$ cat src/http_request_header_tokenizer_defines.svh
// Assertion macros for the request header tokenizer.
`ifndef HTTP_REQUEST_HEADER_TOKENIZER_DEFINES_SVH
`define HTTP_REQUEST_HEADER_TOKENIZER_DEFINES_SVH

`ifndef SYNTHESIS

// Check a condition at every clock edge outside reset.
`define HRHT_CHECK(lbl, cond, msg) \
	lbl: assert property (@(posedge clk) disable iff (!arst_n) (cond)) else $error(msg);

// Check that a condition implies another in the next cycle.
`define HRHT_NEXT(lbl, ante, cons, msg) \
	lbl: assert property (@(posedge clk) disable iff (!arst_n) (ante) |=> (cons)) \
		else $error(msg);

// Check that a condition implies another in the same cycle.
`define HRHT_SAME(lbl, ante, cons, msg) \
	lbl: assert property (@(posedge clk) disable iff (!arst_n) (ante) |-> (cons)) \
		else $error(msg);

`else

`define HRHT_CHECK(lbl, cond, msg)
`define HRHT_NEXT(lbl, ante, cons, msg)
`define HRHT_SAME(lbl, ante, cons, msg)

`endif

`endif

$ cat src/hrht_pkg.sv
// Types, constants and per-byte helper functions of the request header tokenizer.
`timescale 1ns / 1ps

package hrht_pkg;

	// Byte codes
	localparam logic [7:0] CH_CR    = 8'h0D;
	localparam logic [7:0] CH_LF    = 8'h0A;
	localparam logic [7:0] CH_SP    = 8'h20;
	localparam logic [7:0] CH_TAB   = 8'h09;
	localparam logic [7:0] CH_COLON = 8'h3A;

	// Buffer limits and block size
	localparam int METHOD_BUF     = 16;
	localparam int PATH_BUF       = 256;
	localparam int HEADER_CAP_DEF = 32;
	localparam int BLOCK_MAX      = 65535;
	localparam int OUTQ_DEPTH_DEF = 4;

	localparam logic [16:0] OFF_LIMIT = (BLOCK_MAX < 65535) ? 17'(BLOCK_MAX) : 17'(65535);
	localparam logic [15:0] METHOD_LIM = 16'(METHOD_BUF);
	localparam logic [15:0] PATH_LIM   = 16'(PATH_BUF);

	typedef enum logic [2:0] {
		PH_METHOD,
		PH_PATH_LEAD,
		PH_PATH,
		PH_REQ_REST,
		PH_NAME,
		PH_VAL_LEAD,
		PH_VAL,
		PH_DONE
	} phase_t;

	typedef enum logic [1:0] {
		KIND_REQ,
		KIND_HDR,
		KIND_FIN_OK,
		KIND_FIN_BAD
	} kind_t;

	// Parser state apart from the header counter
	typedef struct packed {
		phase_t      phase;
		logic        pcr;
		logic [15:0] off;
		logic [15:0] a_s;
		logic [15:0] a_l;
		logic [15:0] b_s;
		logic [15:0] b_l;
		logic        colon;
		logic        failed;
	} st_t;

	// One result beat
	typedef struct packed {
		kind_t       kind;
		logic [15:0] a0;
		logic [15:0] a1;
		logic [15:0] b0;
		logic [15:0] b1;
		logic [4:0]  slot;
		logic [5:0]  total;
		logic        fin;
	} rec_t;

	localparam st_t ST_RESET = '{
		phase:  PH_METHOD,
		pcr:    1'b0,
		off:    16'd0,
		a_s:    16'd0,
		a_l:    16'd0,
		b_s:    16'd0,
		b_l:    16'd0,
		colon:  1'b0,
		failed: 1'b0
	};

	function automatic logic is_blank(input logic [7:0] c);
		return (c == CH_SP) || (c == CH_TAB);
	endfunction

	// Advance the token trackers by one byte that is not a line end
	function automatic st_t ordinary(input st_t s, input logic [7:0] c, input logic [15:0] off);
		st_t r;
		r = s;
		case (s.phase)
			PH_METHOD: begin
				if (c == CH_SP) begin
					r.a_l   = off;
					r.phase = PH_PATH_LEAD;
				end
			end
			PH_PATH_LEAD: begin
				if (c != CH_SP) begin
					r.b_s   = off;
					r.phase = PH_PATH;
				end
			end
			PH_PATH: begin
				if (c == CH_SP) begin
					r.b_l   = off;
					r.phase = PH_REQ_REST;
				end
			end
			PH_NAME: begin
				if (c == CH_COLON) begin
					r.colon = 1'b1;
					r.phase = PH_VAL_LEAD;
				end else if (!is_blank(c)) begin
					r.a_l = off + 16'd1;
				end
			end
			PH_VAL_LEAD: begin
				if (!is_blank(c)) begin
					r.b_s   = off;
					r.b_l   = off + 16'd1;
					r.phase = PH_VAL;
				end
			end
			PH_VAL: begin
				if (!is_blank(c)) r.b_l = off + 16'd1;
			end
			default: begin
			end
		endcase
		return r;
	endfunction

	// Open a header line that starts after the CR LF at cr
	function automatic st_t next_line(input st_t s, input logic [15:0] cr);
		st_t r;
		r       = s;
		r.a_s   = cr + 16'd2;
		r.a_l   = cr + 16'd2;
		r.b_s   = 16'd0;
		r.b_l   = 16'd0;
		r.colon = 1'b0;
		r.phase = PH_NAME;
		return r;
	endfunction

endpackage

$ cat src/hrht_parse.sv
// Byte parser: line and token tracking, request and header records, finish record.
`timescale 1ns / 1ps

module hrht_parse import hrht_pkg::*; #(
	parameter int HEADER_CAP = HEADER_CAP_DEF
) (
	input  logic       clk,
	input  logic       arst_n,
	input  logic       fire,
	input  logic [7:0] data_byte,
	input  logic       block_end,
	output logic       rec0_v,
	output rec_t       rec0,
	output logic       rec1_v,
	output rec_t       rec1
);

	localparam int CNT_W = $clog2(HEADER_CAP + 1);
	localparam int CW    = (CNT_W > 6) ? CNT_W : 6;

	st_t              st_q, st_d, s, pre;
	logic [CNT_W-1:0] cnt_q, cnt_d;
	logic [15:0]      off, cr, mlen, plen, vs, ve;
	logic             do_store;
	logic [CW-1:0]    slot_ext, total_ext;

	// Hold parser state; advance on each accepted beat
	always_ff @(posedge clk or negedge arst_n) begin
		if (!arst_n) begin
			st_q  <= ST_RESET;
			cnt_q <= '0;
		end else if (fire) begin
			st_q  <= st_d;
			cnt_q <= cnt_d;
		end
	end

	// Work out next state and the records that this byte causes
	always_comb begin
		s         = st_q;
		pre       = st_q;
		cnt_d     = cnt_q;
		off       = st_q.off;
		cr        = st_q.off - 16'd1;
		mlen      = st_q.a_l - st_q.a_s;
		plen      = st_q.b_l - st_q.b_s;
		vs        = cr;
		ve        = cr;
		do_store  = 1'b0;
		rec0_v    = 1'b0;
		rec0      = '0;
		rec1_v    = 1'b0;
		rec1      = '0;
		slot_ext  = CW'(cnt_q);
		total_ext = CW'(cnt_q);

		if ({1'b0, off} < OFF_LIMIT) begin
			if (st_q.pcr) begin
				s.pcr = 1'b0;
				if (data_byte == CH_LF) begin
					// Line end at the pending CR
					unique case (s.phase) inside
						PH_METHOD, PH_PATH_LEAD, PH_PATH: begin
							s.failed = 1'b1;
							s.phase  = PH_DONE;
						end
						PH_REQ_REST: begin
							if (mlen == 16'd0 || mlen >= METHOD_LIM ||
							    plen == 16'd0 || plen >= PATH_LIM) begin
								s.failed = 1'b1;
								s.phase  = PH_DONE;
							end else begin
								rec0_v    = 1'b1;
								rec0.kind = KIND_REQ;
								rec0.a0   = pre.a_s;
								rec0.a1   = pre.a_l;
								rec0.b0   = pre.b_s;
								rec0.b1   = pre.b_l;
								s         = next_line(s, cr);
							end
						end
						PH_NAME: begin
							if (cr == s.a_s) s.phase = PH_DONE;
							else s = next_line(s, cr);
						end
						PH_VAL_LEAD: begin
							do_store = 1'b1;
							s        = next_line(s, cr);
						end
						PH_VAL: begin
							do_store = 1'b1;
							vs       = pre.b_s;
							ve       = pre.b_l;
							s        = next_line(s, cr);
						end
						default: begin
						end
					endcase
				end else begin
					s = ordinary(s, CH_CR, cr);
					if (data_byte == CH_CR) s.pcr = 1'b1;
					else s = ordinary(s, data_byte, off);
				end
			end else if (data_byte == CH_CR) begin
				s.pcr = 1'b1;
			end else begin
				s = ordinary(s, data_byte, off);
			end
			s.off = off + 16'd1;
		end

		// Store a header with a non-empty name while the table has room
		if (do_store && pre.a_l > pre.a_s && cnt_q < CNT_W'(HEADER_CAP)) begin
			cnt_d      = cnt_q + CNT_W'(1);
			total_ext  = CW'(cnt_d);
			rec0_v     = 1'b1;
			rec0.kind  = KIND_HDR;
			rec0.a0    = pre.a_s;
			rec0.a1    = pre.a_l;
			rec0.b0    = vs;
			rec0.b1    = ve;
			rec0.slot  = slot_ext[4:0];
			rec0.total = total_ext[5:0];
		end

		// Finish the block on its last byte and drop back to the reset state
		if (block_end) begin
			rec1_v     = 1'b1;
			rec1.kind  = (s.failed || s.phase < PH_NAME) ? KIND_FIN_BAD : KIND_FIN_OK;
			total_ext  = CW'(cnt_d);
			rec1.total = total_ext[5:0];
			rec1.fin   = 1'b1;
			s          = ST_RESET;
			cnt_d      = '0;
		end

		st_d = s;
	end

endmodule

$ cat src/hrht_outq.sv
// Output queue of result beats: up to two writes and one read per cycle.
`timescale 1ns / 1ps

module hrht_outq import hrht_pkg::*; #(
	parameter int DEPTH = OUTQ_DEPTH_DEF
) (
	input  logic                       clk,
	input  logic                       arst_n,
	input  logic                       push0,
	input  logic                       push1,
	input  rec_t                       d0,
	input  rec_t                       d1,
	input  logic                       pop,
	output rec_t                       head,
	output logic                       nonempty,
	output logic                       room,
	output logic [$clog2(DEPTH+1)-1:0] level
);

	localparam int PW = $clog2(DEPTH);
	localparam int LW = $clog2(DEPTH + 1);

	rec_t          mem_q [DEPTH];
	logic [PW-1:0] wp_q, rp_q, wp1, wp2, rp1;
	logic [LW-1:0] lvl_q, lvl_d;

	function automatic logic [PW-1:0] wrap_inc(input logic [PW-1:0] p);
		return (p == PW'(DEPTH - 1)) ? '0 : p + PW'(1);
	endfunction

	assign wp1 = wrap_inc(wp_q);
	assign wp2 = wrap_inc(wp1);
	assign rp1 = wrap_inc(rp_q);

	// Count entries after this cycle's writes and read
	always_comb begin
		lvl_d = lvl_q;
		if (push0) lvl_d = lvl_d + LW'(1);
		if (push1) lvl_d = lvl_d + LW'(1);
		if (pop)   lvl_d = lvl_d - LW'(1);
	end

	// Advance pointers and fill level
	always_ff @(posedge clk or negedge arst_n) begin
		if (!arst_n) begin
			wp_q  <= '0;
			rp_q  <= '0;
			lvl_q <= '0;
		end else begin
			lvl_q <= lvl_d;
			if (push1) wp_q <= wp2;
			else if (push0) wp_q <= wp1;
			if (pop) rp_q <= rp1;
		end
	end

	// Write beats into storage
	always_ff @(posedge clk) begin
		if (push0) mem_q[wp_q] <= d0;
		if (push1) mem_q[wp1]  <= d1;
	end

	assign head     = mem_q[rp_q];
	assign nonempty = (lvl_q != '0);
	assign room     = (lvl_q <= LW'(DEPTH - 2));
	assign level    = lvl_q;

endmodule

$ cat src/http_request_header_tokenizer.sv
// Each result beat is written into the output queue when its input beat is accepted and is offered from the queue head.
// Throughput: one input byte per cycle; a byte causes at most two result beats, which
// leave the output queue one per cycle while out_stall is low; input stalls while fewer
// than two queue entries are free.
// Reset: arst_n clears parser state, header count and queue pointers at once.
`timescale 1ns / 1ps

`include "http_request_header_tokenizer_defines.svh"

module http_request_header_tokenizer import hrht_pkg::*; #(
	parameter int HEADER_CAP = HEADER_CAP_DEF,
	parameter int OUTQ_DEPTH = OUTQ_DEPTH_DEF
) (
	input  logic        clk,
	input  logic        arst_n,
	input  logic        in_valid,
	output logic        in_stall,
	input  logic [7:0]  data_byte,
	input  logic        block_end,
	output logic        out_valid,
	input  logic        out_stall,
	output logic [1:0]  record_kind,
	output logic [15:0] first_start,
	output logic [15:0] first_stop,
	output logic [15:0] second_start,
	output logic [15:0] second_stop,
	output logic [4:0]  slot_index,
	output logic [5:0]  header_total,
	output logic        final_record
);

	logic                            fire, rec0_v, rec1_v, room, pop, fin_kind;
	rec_t                            rec0, rec1, head;
	logic [$clog2(OUTQ_DEPTH+1)-1:0] level;

	assign in_stall = !room;
	assign fire     = in_valid && !in_stall;
	assign pop      = out_valid && !out_stall;

	hrht_parse #(
		.HEADER_CAP (HEADER_CAP)
	) u_parse (
		.clk       (clk),
		.arst_n    (arst_n),
		.fire      (fire),
		.data_byte (data_byte),
		.block_end (block_end),
		.rec0_v    (rec0_v),
		.rec0      (rec0),
		.rec1_v    (rec1_v),
		.rec1      (rec1)
	);

	// Queue the record beat first, then the finish beat
	hrht_outq #(
		.DEPTH (OUTQ_DEPTH)
	) u_outq (
		.clk      (clk),
		.arst_n   (arst_n),
		.push0    (fire && (rec0_v || rec1_v)),
		.push1    (fire && rec0_v && rec1_v),
		.d0       (rec0_v ? rec0 : rec1),
		.d1       (rec1),
		.pop      (pop),
		.head     (head),
		.nonempty (out_valid),
		.room     (room),
		.level    (level)
	);

	assign record_kind  = head.kind;
	assign first_start  = head.a0;
	assign first_stop   = head.a1;
	assign second_start = head.b0;
	assign second_stop  = head.b1;
	assign slot_index   = head.slot;
	assign header_total = head.total;
	assign final_record = head.fin;

	// Flag the finish kinds on the head beat
	assign fin_kind = (record_kind == KIND_FIN_OK) || (record_kind == KIND_FIN_BAD);

	`HRHT_CHECK(a_level_bound, level <= ($clog2(OUTQ_DEPTH+1))'(OUTQ_DEPTH), "queue overfilled")
	`HRHT_NEXT(a_finish_queued, in_valid && !in_stall && block_end, out_valid, "finish beat lost")
	`HRHT_SAME(a_final_kind, out_valid, final_record == fin_kind, "final flag and kind disagree")

endmodule
$ cat config.mk
export PLATFORM = sky130hd
export DESIGN_NAME = http_request_header_tokenizer
export DESIGN_NICKNAME = d
export VERILOG_FILES = /design/src/hrht_pkg.sv /design/src/hrht_parse.sv /design/src/hrht_outq.sv /design/src/http_request_header_tokenizer.sv
export VERILOG_INCLUDE_DIRS = /design/src /design/src/src
export SDC_FILE = /design/constraint.sdc
export NUM_CORES = 1
export LEC_CHECK = 0
export BUFFER_PORTS_ARGS = -buffer_cell sky130_fd_sc_hd__buf_2
export CORE_AREA = 10 10 260 200
export DETAILED_ROUTE_END_ITERATION = 10
export DIE_AREA = 0 0 270 210
export PLACE_DENSITY = 0.69
export SLEW_MARGIN = 0
export SYNTH_ARGS = -nofsm -noshare
export SYNTH_HDL_FRONTEND = slang
export SYNTH_SLANG_ARGS = --single-unit
$ cat constraint.sdc
create_clock -name clk -period 4.1 [get_ports clk]
set_input_delay 0.41 -clock clk [delete_from_list [all_inputs] [get_ports clk]]
set_output_delay 0.41 -clock clk [all_outputs]
set_load 0.01 [all_outputs]
# [Word level (Yosys, flattened, before mapping)]
# Memory sizes are Yosys's and may differ from the RTL's.
# Cells that the tools add are included.
[totals] reg_bits=99 mem_bits_rw=312 inputBits=13 output_inout_bits=80 wordCells=209 mem_count=1
[mem_list] name="u_outq.mem_q" words=4 width=78 rd=1 rd_ports_with_merged_regs=0 write_ports=2 line="hrht_outq.sv:23" rtl="rec_t mem_q [DEPTH];"
[op_classes] add_sub_neg=13 n_lt_le_gt_ge=7 eq_ne=37 muxes=100 reduce_logical=38
[op_table] cell="86-bit 2-to-1 mux" n=4
[op_table] cell="16-bit 2-to-1 mux" n=21
[op_table] cell="66-bit 2-to-1 mux" n=5
[op_table] cell="65-bit one-hot mux with 3 select lines" n=1
[op_table] cell="16-bit one-hot mux with 2 select lines" n=4
[op_table] cell="50-bit 2-to-1 mux" n=2
[op_table] cell="16-bit one-hot mux with 3 select lines" n=2
[op_table] cell="78-bit 2-to-1 mux" n=1
[op_table] cell="77-bit 2-to-1 mux" n=1
[op_table] cell="65-bit 2-to-1 mux" n=1
[op_table] cell="32-bit 2-to-1 mux" n=2
[op_table] cell="64-bit 2-to-1 mux" n=1
[op_table] cell="3-bit 2-to-1 mux" n=18
[op_table] cell="16-bit by 1-bit adder with 16-bit output, second input constant" n=2
[op_table] cell="16-bit logical NOT" n=2
[op_table] cell="16-bit subtractor" n=2
[op_table] cell="3-bit one-hot mux with 5 select lines" n=2
[op_table] cell="4-bit by 3-bit != test with 1-bit output, second input constant" n=7
[op_table] cell="8-bit by 4-bit == test with 1-bit output, second input constant" n=3
[op_table] cell="1-bit 2-to-1 mux" n=21
[op_table] cell="10-bit AND reduction" n=2
[op_table] cell="3-bit == test, second input constant" n=6
[op_table] cell="9-bit AND reduction" n=2
[op_table] cell="16-bit by 2-bit adder with 16-bit output, second input constant" n=1
[op_table] cell="41 further kinds" n=82

# [Depth between registers and ports, before layout]
# Gate-level depths: netlist of run 1.
[depth] word_depth=18 ltp_mapped=21 ltp_nobuf=18

# [Cells and area by module]
# From an unflattened synthesis of run 1, not the netlist that was laid out.
[hier_totals] hier_cells=2574 hier_area_um2=29067.9
[by_module_without_submodules] mod="hrht_outq" n_inst=1 cells_per_inst=814 area_per_inst_um2=15618.7 seq_area_each_um2=9544.2
[by_module_without_submodules] mod="hrht_parse" n_inst=1 cells_per_inst=1668 area_per_inst_um2=12071.6 seq_area_each_um2=2277.2
[by_module_without_submodules] mod="http_request_header_tokenizer" n_inst=1 cells_per_inst=92 area_per_inst_um2=1377.6 seq_area_each_um2=0.0

# [Worst setup path before layout of run 1]
# Ideal clock, no wire load.
[synth_timing] kind="register -> register" from="register u_parse.st_q (netlist bit u_parse.pre[56])" to="register u_outq.lvl_q[2] (netlist: u_outq.level[2])" setup_ns=0.125 t_arrival_ns=4.138 required_time_ns=3.975 slack_ns=-0.162 stages_incl_launch_ff=21 path_buffers=2 period_less_slack_ns=4.262 path_cell_list="dfrtp_1 > clkbuf_1 > inv_1 > ha_1 > clkbuf_1 > and3_1 > a221oi_1 > a311oi_1 > o21a_1 > o22ai_1 > nor4b_1 > a31oi_1 > a21oi_2 > nand2_1 > o21ai_0 > ha_1 > o21ai_0 > ha_1 > nand2_1 > xor2_1 > xnor2_1"
[synth_via] elab_chain_len=18 elab_cells_between_ends=24 cone_classes="add/sub: 3; order compare: 2; mux: 9; reduce/logical: 10"
[synth_lines] element="start, declared" line="hrht_parse.sv:21" rtl="st_t st_q, st_d, s, pre;"
[synth_lines] element="start signal, assigned" line="hrht_parse.sv:33" rtl="st_q <= st_d;"
[synth_lines] element="16-bit subtractor" line="hrht_parse.sv:45" rtl="mlen = st_q.a_l - st_q.a_s;"
[synth_lines] element="16-bit by 5-bit greater-or-equal comparator with 1-bit output / 16-bit logical NOT (equally long branches)" line="hrht_parse.sv:68" rtl="if (mlen == 16'd0 || mlen >= METHOD_LIM ||"
[synth_lines] element="1-bit logical OR (2 in a row)" line="hrht_parse.sv:68"
[synth_lines] element="1-bit logical OR" line="hrht_parse.sv:69" rtl="plen == 16'd0 || plen >= PATH_LIM) begin"
[synth_lines] element="1-bit 2-to-1 mux" line="hrht_parse.sv:68"
[synth_lines] element="1-bit 2-to-1 mux" line="hrht_parse.sv:62" rtl="unique case (s.phase) inside"
[synth_lines] element="1-bit 2-to-1 mux" line="hrht_parse.sv:60" rtl="if (data_byte == CH_LF) begin"
[synth_lines] element="1-bit 2-to-1 mux" line="hrht_parse.sv:58" rtl="if (st_q.pcr) begin"
[synth_lines] element="[2 not listed]"
[synth_lines] element="1-bit logical OR" line="http_request_header_tokenizer.sv:60" rtl=".push0 (fire && (rec0_v || rec1_v)),"
[synth_lines] element="1-bit logical AND" line="http_request_header_tokenizer.sv:60"
[synth_lines] element="3-bit 2-to-1 mux" line="hrht_outq.sv:38" rtl="if (push0) lvl_d = lvl_d + LW'(1);"
[synth_lines] element="3-bit by 1-bit adder with 3-bit output" line="hrht_outq.sv:39" rtl="if (push1) lvl_d = lvl_d + LW'(1);"
[synth_lines] element="3-bit 2-to-1 mux *" line="hrht_outq.sv:39"
[synth_lines] element="3-bit by 1-bit subtractor with 3-bit output" line="hrht_outq.sv:40" rtl="if (pop) lvl_d = lvl_d - LW'(1);"
[synth_lines] element="3-bit 2-to-1 mux *" line="hrht_outq.sv:40"
[synth_lines] element="net u_outq.lvl_d[2]" line="hrht_outq.sv:25" rtl="logic [LW-1:0] lvl_q, lvl_d;"
[synth_lines] element="end signal, assigned" line="hrht_outq.sv:50" rtl="lvl_q <= lvl_d;"
[synth_lines] element="end, declared" line="hrht_outq.sv:25"
# Mark *: on every way through the listed nets, which the timed path passes. The rest lies on a longest branch.
# A chain may end at the register's enable or synchronous reset.

# [Final worst setup path of run 1]
[layout_timing] from="register u_parse.st_q (netlist bit u_parse.off[3])" to="register u_parse.st_q (netlist bit u_parse.pre[16])"
[layout_via] elab_chain_len=10 elab_cells_between_ends=22 cone_classes="add/sub: 3; order compare: 1; eq/ne: 2; mux: 14; reduce/logical: 2"
[layout_lines] element="16-bit by 1-bit subtractor with 16-bit output" line="hrht_parse.sv:44" rtl="cr = st_q.off - 16'd1;"
[layout_lines] element="16-bit by 1-bit adder with 16-bit output" line="hrht_pkg.sv:117, hrht_pkg.sv:122"
[layout_lines] element="16-bit 2-to-1 mux"
[layout_lines] element="16-bit 2-to-1 mux, or another cell as far along" line="hrht_pkg.sv:122" rtl="if (!is_blank(c)) r.b_l = off + 16'd1;"
[layout_lines] element="16-bit one-hot mux with 3 select lines" line="hrht_pkg.sv:87" rtl="case (s.phase)"
[layout_lines] element="50-bit 2-to-1 mux" line="hrht_parse.sv:101" rtl="if (data_byte == CH_CR) s.pcr = 1'b1;"
[layout_lines] element="86-bit 2-to-1 mux" line="hrht_parse.sv:60"
[layout_lines] element="86-bit 2-to-1 mux" line="hrht_parse.sv:58"
[layout_lines] element="86-bit 2-to-1 mux" line="hrht_parse.sv:57" rtl="if ({1'b0, off} < OFF_LIMIT) begin"
[layout_lines] element="86-bit 2-to-1 mux" line="hrht_parse.sv:127" rtl="if (block_end) begin"
# Parallel ways exist; a longest one is shown, timed or not. The select of a mux whose other input is x is not followed.

==> results by group, run 1 <==
Timing
  • Final Hold Vio Count: 0
  • Slew @ Worst Pin: 0.962 ns
  • Fmax: 0.248 GHz
  • Final TNS setup: 0 ns
  • Final Skew: 0.0275 ns
  • Count of pins over their slew limit: 0
  • Fin crit period: 4.04 ns
  • Max_slew headroom: 0.357
  • RSZ-0062 raised after global routing: true
  • Period utilisation layout: 0.985
  • Final setup viols: 0

Drt
  • DR iter-0 viols: 3197
  • Post-DR vias/cell: 6.63
  • Vias post-DR: 22850
  • Number of remaining DRC errors: 0
  • Wire per inst: 27.8 um
  • Routed wire length: 95.7 mm
  • Drt pass-1 iters: 6
  • DRT antenna net count: 0

Cells and area
  • Ant diodes: 0
  • Nets: 2839
  • Util after Layout: 0.610
  • Final Instance Count excl. Fillers: 3448
  • Filler cells: 4021
  • Area grow syn2layout: 23.9%
  • Fin area: 0.0286 mm2
  • Share of layout cells above drive strength 1: 0.268

Clocking
  • CTS tree: built
  • Worst-path clk slew: 0.07 ns
  • H-tree depth: 2
  • Root buf cell: clkbuf_16
  • CTS Buf Count: 42
  • Clock Path Buffers: 3
  • Clock latency on the worst-skew pair: 0.60 ns
  • CTS Sinks: 406

Critical path
  • Worst r2r src: u_parse.off[3]
  • Critical path origin: u_parse.off[3]
  • WP buf/inv: 2
  • Kind of cell adding the most delay to the critical path: simple AND/OR/NAND/NOR gates
  • Worst-path cell chain: buf_4 -> or4_4 -> nor4b_1 -> xnor2_1 -> or3_4 -> or2_4 -> nor3b_2 -> xor2_1 -> buf_4 -> a21oi_1 -> a21oi_1 -> o21ai_0 -> mux2_2
  • Critical setup path kind: reg2reg
  • Critical path peak fanout: 9
  • CP Capture Type: flop
  • Critical Path Max Stage Delay: 0.52 ns
  • R2r worst-path depth: 13
  • Worst reg2reg path endpoint: u_parse.pre[16]
  • Slowest CP cell: or4_4
  • Data required, critical path: 4.58 ns
  • Startpoint types: flop
  • Critical path data arrival time: 4.52 ns
  • Reg-to-reg slack, setup: 0.06 ns

Global routing
  • Total track usage: 0.323
  • Vias in the first global route: 21921
  • First-pass GRT wire length: 142 mm
  • Largest net degree at the start of global routing: 59
  • Total gr overflow: 0
  • Initial antenna violation count: 5

Synthesis
  • Synth area leaders: dfxtp_1 24%, dfrtp_1 11%, mux4_2 7.5%
  • Ys async rst share: 0.241
  • #FFs+latches synth: 406
  • Sequential share of the synthesized area: 0.387
  • Synthesized area: 0.0231 mm2
  • Leading area contributor after synthesis: dfxtp_1
  • Yosys top cell area share: 0.239
  • Syn nets: 2560
  • Library cells used by synthesis: 93
  • Ys Warns: 0
  • Main synth FF type: dfxtp_1
  • Syn avg cell area: 9.25 um2
  • Post-Synthesis Cells: 2496
  • Post-synth EDFFs: 32

Power
  • Switch share: 0.400
  • Logic pwr share: 0.469
  • Reg power frac: 0.271
  • P_int: 0.00970 W
  • Static leakage: 11.4 nW
  • Clock share of power: 0.260
  • Pwr dens: 566 mW/mm2
  • VDD IR max: 543 uV
  • Net switching power: 0.00648 W

Floorplan
  • Starting Density: 0.492
  • Io pins: 93
  • Core footprint: 0.0469 mm2
  • # rows: 69
  • Die area: 0.0567 mm2
  • Die width: 270 um
  • Die height: 210 um

Placed design
  • Post-placement cell count: 3355
  • # port buffers: 92
  • Area after DPL: 0.0264 mm2
  • Gp weighted congestion: 1.05
  • HPWL Detailed: 70.5 mm

Status
  • Result of the run: finished, final reports clean

Hold path
  • Min-delay worst type: in2reg
  • Hold Path Depth: 4
  • Min-delay src: out_stall
  • Hold EP: u_outq.rp_q[1]

Job
  • Max-cap viol count: 0
worst reg2reg max path: cells and delay by family, from the launching register on:
kind / cells / cell delay [ns]
compound gates: 3 / 0.33
flops: 1 / 0.44
buf+inv: 2 / 0.43
simple gates: 5 / 1.79
mux: 1 / 0.29
xor+xnor: 2 / 0.63
logic make-up (layout without fill, tap and decap cells):
| group | Yosys count | count (layout) | synth area share |
|---|---|---|---|
| AOI/OAI and AO/OA | 797 | 797 | 0.247 |
| and+or+nand+nor | 730 | 730 | 0.149 |
| DFF | 406 | 406 | 0.387 |
| buffers and inverters | 276 | 589 | 0.0476 |
| muxes | 134 | 134 | 0.102 |
| xor gates and xnor gates | 102 | 102 | 0.0387 |
| adders and majority gates | 51 | 51 | 0.0277 |
flip-flops by register name, summed over array words and instances (netlist names):
signal / count
u_outq.wp_q: 2
u_parse.pre: 69
u_outq.rp_q: 2
u_parse.off: 16
u_parse.cnt_q: 6
u_outq.level: 3
u_outq.mem_q: 308
final cells by class:
cell class / count / area (um2) / area share
inverters: 66 / 248 / 0.00866
clock buffers: 57 / 1160 / 0.0405
flip-flops and latches: 406 / 8950 / 0.313
clock inverters: 21 / 340 / 0.0119
well taps: 639 / 800 / 0.0280
multi-input cells: 1814 / 13600 / 0.477
repair buffers: 445 / 3450 / 0.121
power by group through the flow:
| stage | combinational, W | clock, W | sequential (W) |
|---|---|---|---|
| final | 0.00759 | 0.00420 | 0.00439 |
| after global routing | 0.00787 | 0.00441 | 0.00442 |
| after floorplan | 0.00374 | 0 | 0.00428 |
| after global placement | 0.00670 | 0 | 0.00446 |
| after CTS | 0.00687 | 0.00423 | 0.00438 |
| after detailed placement | 0.00669 | 0 | 0.00446 |
routing by layer:
metal,track usage,wire (um)
met5,0,23
met4,0.0872,2600
met3,0.103,12000
met2,0.471,40500
met1,0.454,40600
cells in the mapped netlist (9+ instances only):
master / instances
o31ai_1: 41
a22o_1: 119
o211ai_1: 13
o22ai_1: 10
nand3_1: 57
clkbuf_1: 167
a31oi_1: 24
a32o_1: 13
o2bb2ai_1: 120
dfxtp_1: 276
mux2i_1: 13
inv_1: 63
dfrtp_1: 98
and2_1: 19
or3_1: 12
mux2_2: 40
a211oi_1: 41
mux4_2: 77
buf_1: 12
ha_1: 51
a21o_1: 17
nand4_1: 20
xor2_1: 22
nor2_1: 181
nand2_1: 290
nor3_1: 40
o21a_1: 13
o21ai_0: 160
a22oi_1: 14
nor2b_1: 9
a21oi_1: 119
buf_2: 25
a221oi_1: 12
edfxtp_1: 32
nand2b_1: 17
nor4_1: 12
o2111ai_1: 10
xnor2_1: 80
o221ai_1: 14
and3_1: 22
metrics by stage:
step,total power [W],worst slack (ns),hold WS (ns)
global route,0.0167,-0.0349,0.131
detailed placement,0.0112,-0.242,0.443
floorplan,0.00802,0.0101,0.114
global placement,0.0112,-0.149,0.430
CTS,0.0155,0.00795,0.116
finish,0.0162,0.0603,0.130
worst max path at each step:
stage                                endpoint  slack (ns)  cells past startpoint
after floorplan               u_outq.level[2]        0.01                     20
after global placement        u_outq.level[2]       -0.15                     19
after detailed placement  u_outq.mem_q[2][17]       -0.24                     15
after CTS                     u_parse.pre[40]       0.008                     16
after global routing          u_outq.level[2]       -0.03                     18
final                         u_parse.pre[16]        0.06                     13
what timing repair did:
item / CTS / global route
pin swaps: 5 / 22
hold buffers: 1 / 0
buffers inserted: 4 / 9
endpoints found under the setup margin: 280 / 356
hold endpoints to repair: 49 / 0
gates cloned: 0 / 1
resized for setup: 30 / 71
placed cells by master (no fill, tap or decap), types with 21 or more instances in the layout:
| cell type | Yosys | routed |
|---|---|---|
| a211oi_1 | 41 | 38 |
| a21oi_1 | 119 | 102 |
| a22o_1 | 119 | 119 |
| a31oi_1 | 24 | 21 |
| buf_12 | 0 | 25 |
| buf_2 | 25 | 91 |
| buf_4 | 4 | 325 |
| clkbuf_16 | 0 | 43 |
| dfrtp_1 | 98 | 96 |
| dfxtp_1 | 276 | 276 |
| edfxtp_1 | 32 | 32 |
| ha_1 | 51 | 35 |
| inv_1 | 63 | 60 |
| mux2_2 | 40 | 40 |
| mux4_2 | 77 | 77 |
| nand2_1 | 290 | 288 |
| nand3_1 | 57 | 54 |
| nor2_1 | 181 | 176 |
| nor3_1 | 40 | 34 |
| o21ai_0 | 160 | 155 |
| o2bb2ai_1 | 120 | 120 |
| o31ai_1 | 41 | 40 |
| xnor2_1 | 80 | 78 |
| xor2_1 | 22 | 22 |
Note: power is estimated with default switching activity, not from simulation.
==> run 2: changes to the inputs <==
--- a/config.mk
+++ b/config.mk
@@ -10,7 +10,7 @@
 export CORE_AREA = 10 10 260 200
 export DETAILED_ROUTE_END_ITERATION = 10
 export DIE_AREA = 0 0 270 210
-export PLACE_DENSITY = 0.69
+export PLACE_DENSITY = 0.67
 export SLEW_MARGIN = 0
 export SYNTH_ARGS = -nofsm -noshare
 export SYNTH_HDL_FRONTEND = slang
==> run 2 against run 1 <==
- register-to-register slack got worse by 0.03 ns
- sequential power hardly changed
- sequential share of layout area grew 0.32 points
- critical path depth increased by 4
- worst setup slack worse by 0.028 ns
- global-route usage down 0.48 points
- cell count is 0.73% lower
- clock skew down 0.0026 ns
- flip-flop and latch count is the same
- routed wire length decreased by 1.3%
- design area is 0.95% lower
- critical endpoint is now u_parse.pre[41]
- largest cell class unchanged
==> results by group, run 2 (synthesis gave the netlist of run 1 again) <==
Cells and area
  • Most flop-heavy register: u_outq.mem_q
  • Max reg flops: 308
  • Most frequent cells in the layout: 296 x buf_4, 287 x nand2_1, 276 x dfxtp_1
  • Share of layout cells above drive strength 1: 0.259
  • Ant diodes: 0
  • Nets: 2816
  • Commonest non-fill, non-tap cell in the layout: buf_4
  • Area grow syn2layout: 22.7%

Clocking
  • Worst-path clk slew: 0.06 ns
  • Clock Path Buffers: 3
  • CTS tree: built
  • H-tree depth: 2
  • CTS Buf Count: 42
  • CTS Sinks: 406
  • Clock latency on the worst-skew pair: 0.60 ns
  • Root buf cell: clkbuf_16

Timing
  • Final TNS setup: 0 ns
  • Count of pins over their slew limit: 0
  • Final Skew: 0.0249 ns
  • Final Hold Vio Count: 0
  • Slew @ Worst Pin: 1.37 ns
  • Max_slew headroom: 0.0768
  • WHS: 0.159 ns
  • Fmax: 0.246 GHz
  • Period utilisation layout: 0.992
  • Fin crit period: 4.07 ns
  • Final setup viols: 0
  • RSZ-0062 raised after global routing: true

Critical path
  • R2r worst-path depth: 17
  • Worst reg2reg path endpoint: u_parse.pre[41]
  • Critical setup path kind: reg2reg
  • Data required, critical path: 4.56 ns
  • Critical path data arrival time: 4.53 ns
  • Worst r2r src: u_parse.pre[3]
  • Reg-to-reg slack, setup: 0.03 ns
  • CP Capture Type: flop
  • Startpoint types: flop
  • Critical path peak fanout: 8

Global routing
  • First-pass GRT wire length: 140 mm
  • Initial antenna violation count: 3
  • Total gr overflow: 0
  • Largest net degree at the start of global routing: 65
  • Total track usage: 0.318
  • Vias in the first global route: 22005

Placed design
  • HPWL Detailed: 70.3 mm
  • # port buffers: 92
  • Gp weighted congestion: 1.11

Floorplan
  • Die height: 210 um
  • Core footprint: 0.0469 mm2
  • Die area: 0.0567 mm2
  • # rows: 69
  • Starting Density: 0.492
  • Die width: 270 um
  • Io pins: 93

Drt
  • DR iter-0 viols: 3015
  • DRT antenna net count: 0
  • Post-DR vias/cell: 6.67
  • Drt pass-1 iters: 6
  • Number of remaining DRC errors: 0
  • Wire per inst: 27.6 um
  • Vias post-DR: 22838
  • Routed wire length: 94.5 mm

Job
  • Max-cap viol count: 0

Hold path
  • Hold EP: u_outq.rp_q[1]
  • Min-delay worst type: in2reg
  • Hold Path Depth: 4
  • Min-delay src: out_stall

Power
  • Static leakage: 11.3 nW
  • Pwr dens: 559 mW/mm2
  • VDD IR max: 374 uV
  • Total power: 0.0158 W

Status
  • Result of the run: finished, final reports clean
## run 2: cell count changes in the layout (fill, tap and decap cells not counted), moves of 4 or more
| cell | delta |
|---|---|
| a21oi_2 | -10 |
| nor4_2 | +4 |
| buf_4 | -29 |
| buf_12 | +7 |
| dfrtp_2 | +5 |
| ha_1 | +4 |
| inv_6 | +5 |
| ha_4 | -5 |
| a21oi_1 | +13 |
| nor4_1 | -4 |
| bufinv_16 | -5 |
| dfrtp_1 | -5 |
## run 2: per-stage QoR
step                       util  instances  instance area, um2  worst slack [ns]
after floorplan               -       2496               23100            0.0101
after global placement    0.562       3333               26300           -0.0383
after detailed placement  0.562       3333               26300           -0.0872
after CTS                 0.593       3414               27800           0.00870
after global routing      0.604       3423               28300           -0.0942
final                     0.604       3423               28300            0.0321
## run 2: power breakdown
group	switching, W	leakage (nW)	internal [W]
combinational	0.00441	6.74	0.00310
sequential	0.000267	3.87	0.00413
clock	0.00178	0.672	0.00216
total	0.00645	11.3	0.00939
## run 2: cell type report
class | count | area (um2)
clock buffer | 55 | 1150
sequential | 406 | 8950
tap | 639 | 800
clock inverter | 21 | 238
inverter | 66 | 248
timing repair buffer | 422 | 3370
multi-input combinational | 1814 | 13600
fill | 4022 | 18600
## run 2: routing by layer
layer,up-vias,part of all wire,GRT usage
met5,-,0.0014,0.0144
met4,6,0.033,0.105
met3,239,0.13,0.107
met2,1473,0.42,0.463
met1,11298,0.41,0.437
li1,9822,-,-
## run 2: how the worst max path moves through the flow
| stage | from | endpoint | slack, ns | depth (start not counted) |
|---|---|---|---|---|
| after global placement | u_parse.off[1] | u_parse.pre[16] | -0.04 | 15 |
| after detailed placement | u_parse.pre[6] | u_outq.mem_q[0][40] | -0.09 | 14 |
| after CTS | u_parse.pre[27] | u_parse.pre[37] | 0.009 | 17 |
| after floorplan | u_parse.pre[56] | u_outq.level[2] | 0.01 | 20 |
| final | u_parse.pre[3] | u_parse.pre[41] | 0.03 | 17 |
| after global routing | u_parse.pre[32] | u_parse.pre[41] | -0.09 | 17 |
## run 2: critical path, stage by stage, from the launching register on
cell and delay, ns:
dfrtp_1 0.39, ha_1 0.32, nand2b_1 0.21, a21oi_1 0.14, or3_4 0.37, o311ai_4 0.21, buf_4 0.15, nand4_1 0.08
and4bb_4 0.40, nand3_2 0.12, buf_4 0.17, o31ai_2 0.23, buf_4 0.18, a21oi_2 0.07, a211oi_4 0.25, buf_4 0.17
buf_12 0.13, mux2_2 0.34
## run 2: repair_timing
action	in CTS	in global routing
setup buffers	3	9
hold buffers	1	0
endpoints found under the setup margin	169	377
cloned	1	0
pin swaps	5	15
resized for setup	9	83
hold endpoints to repair	36	0
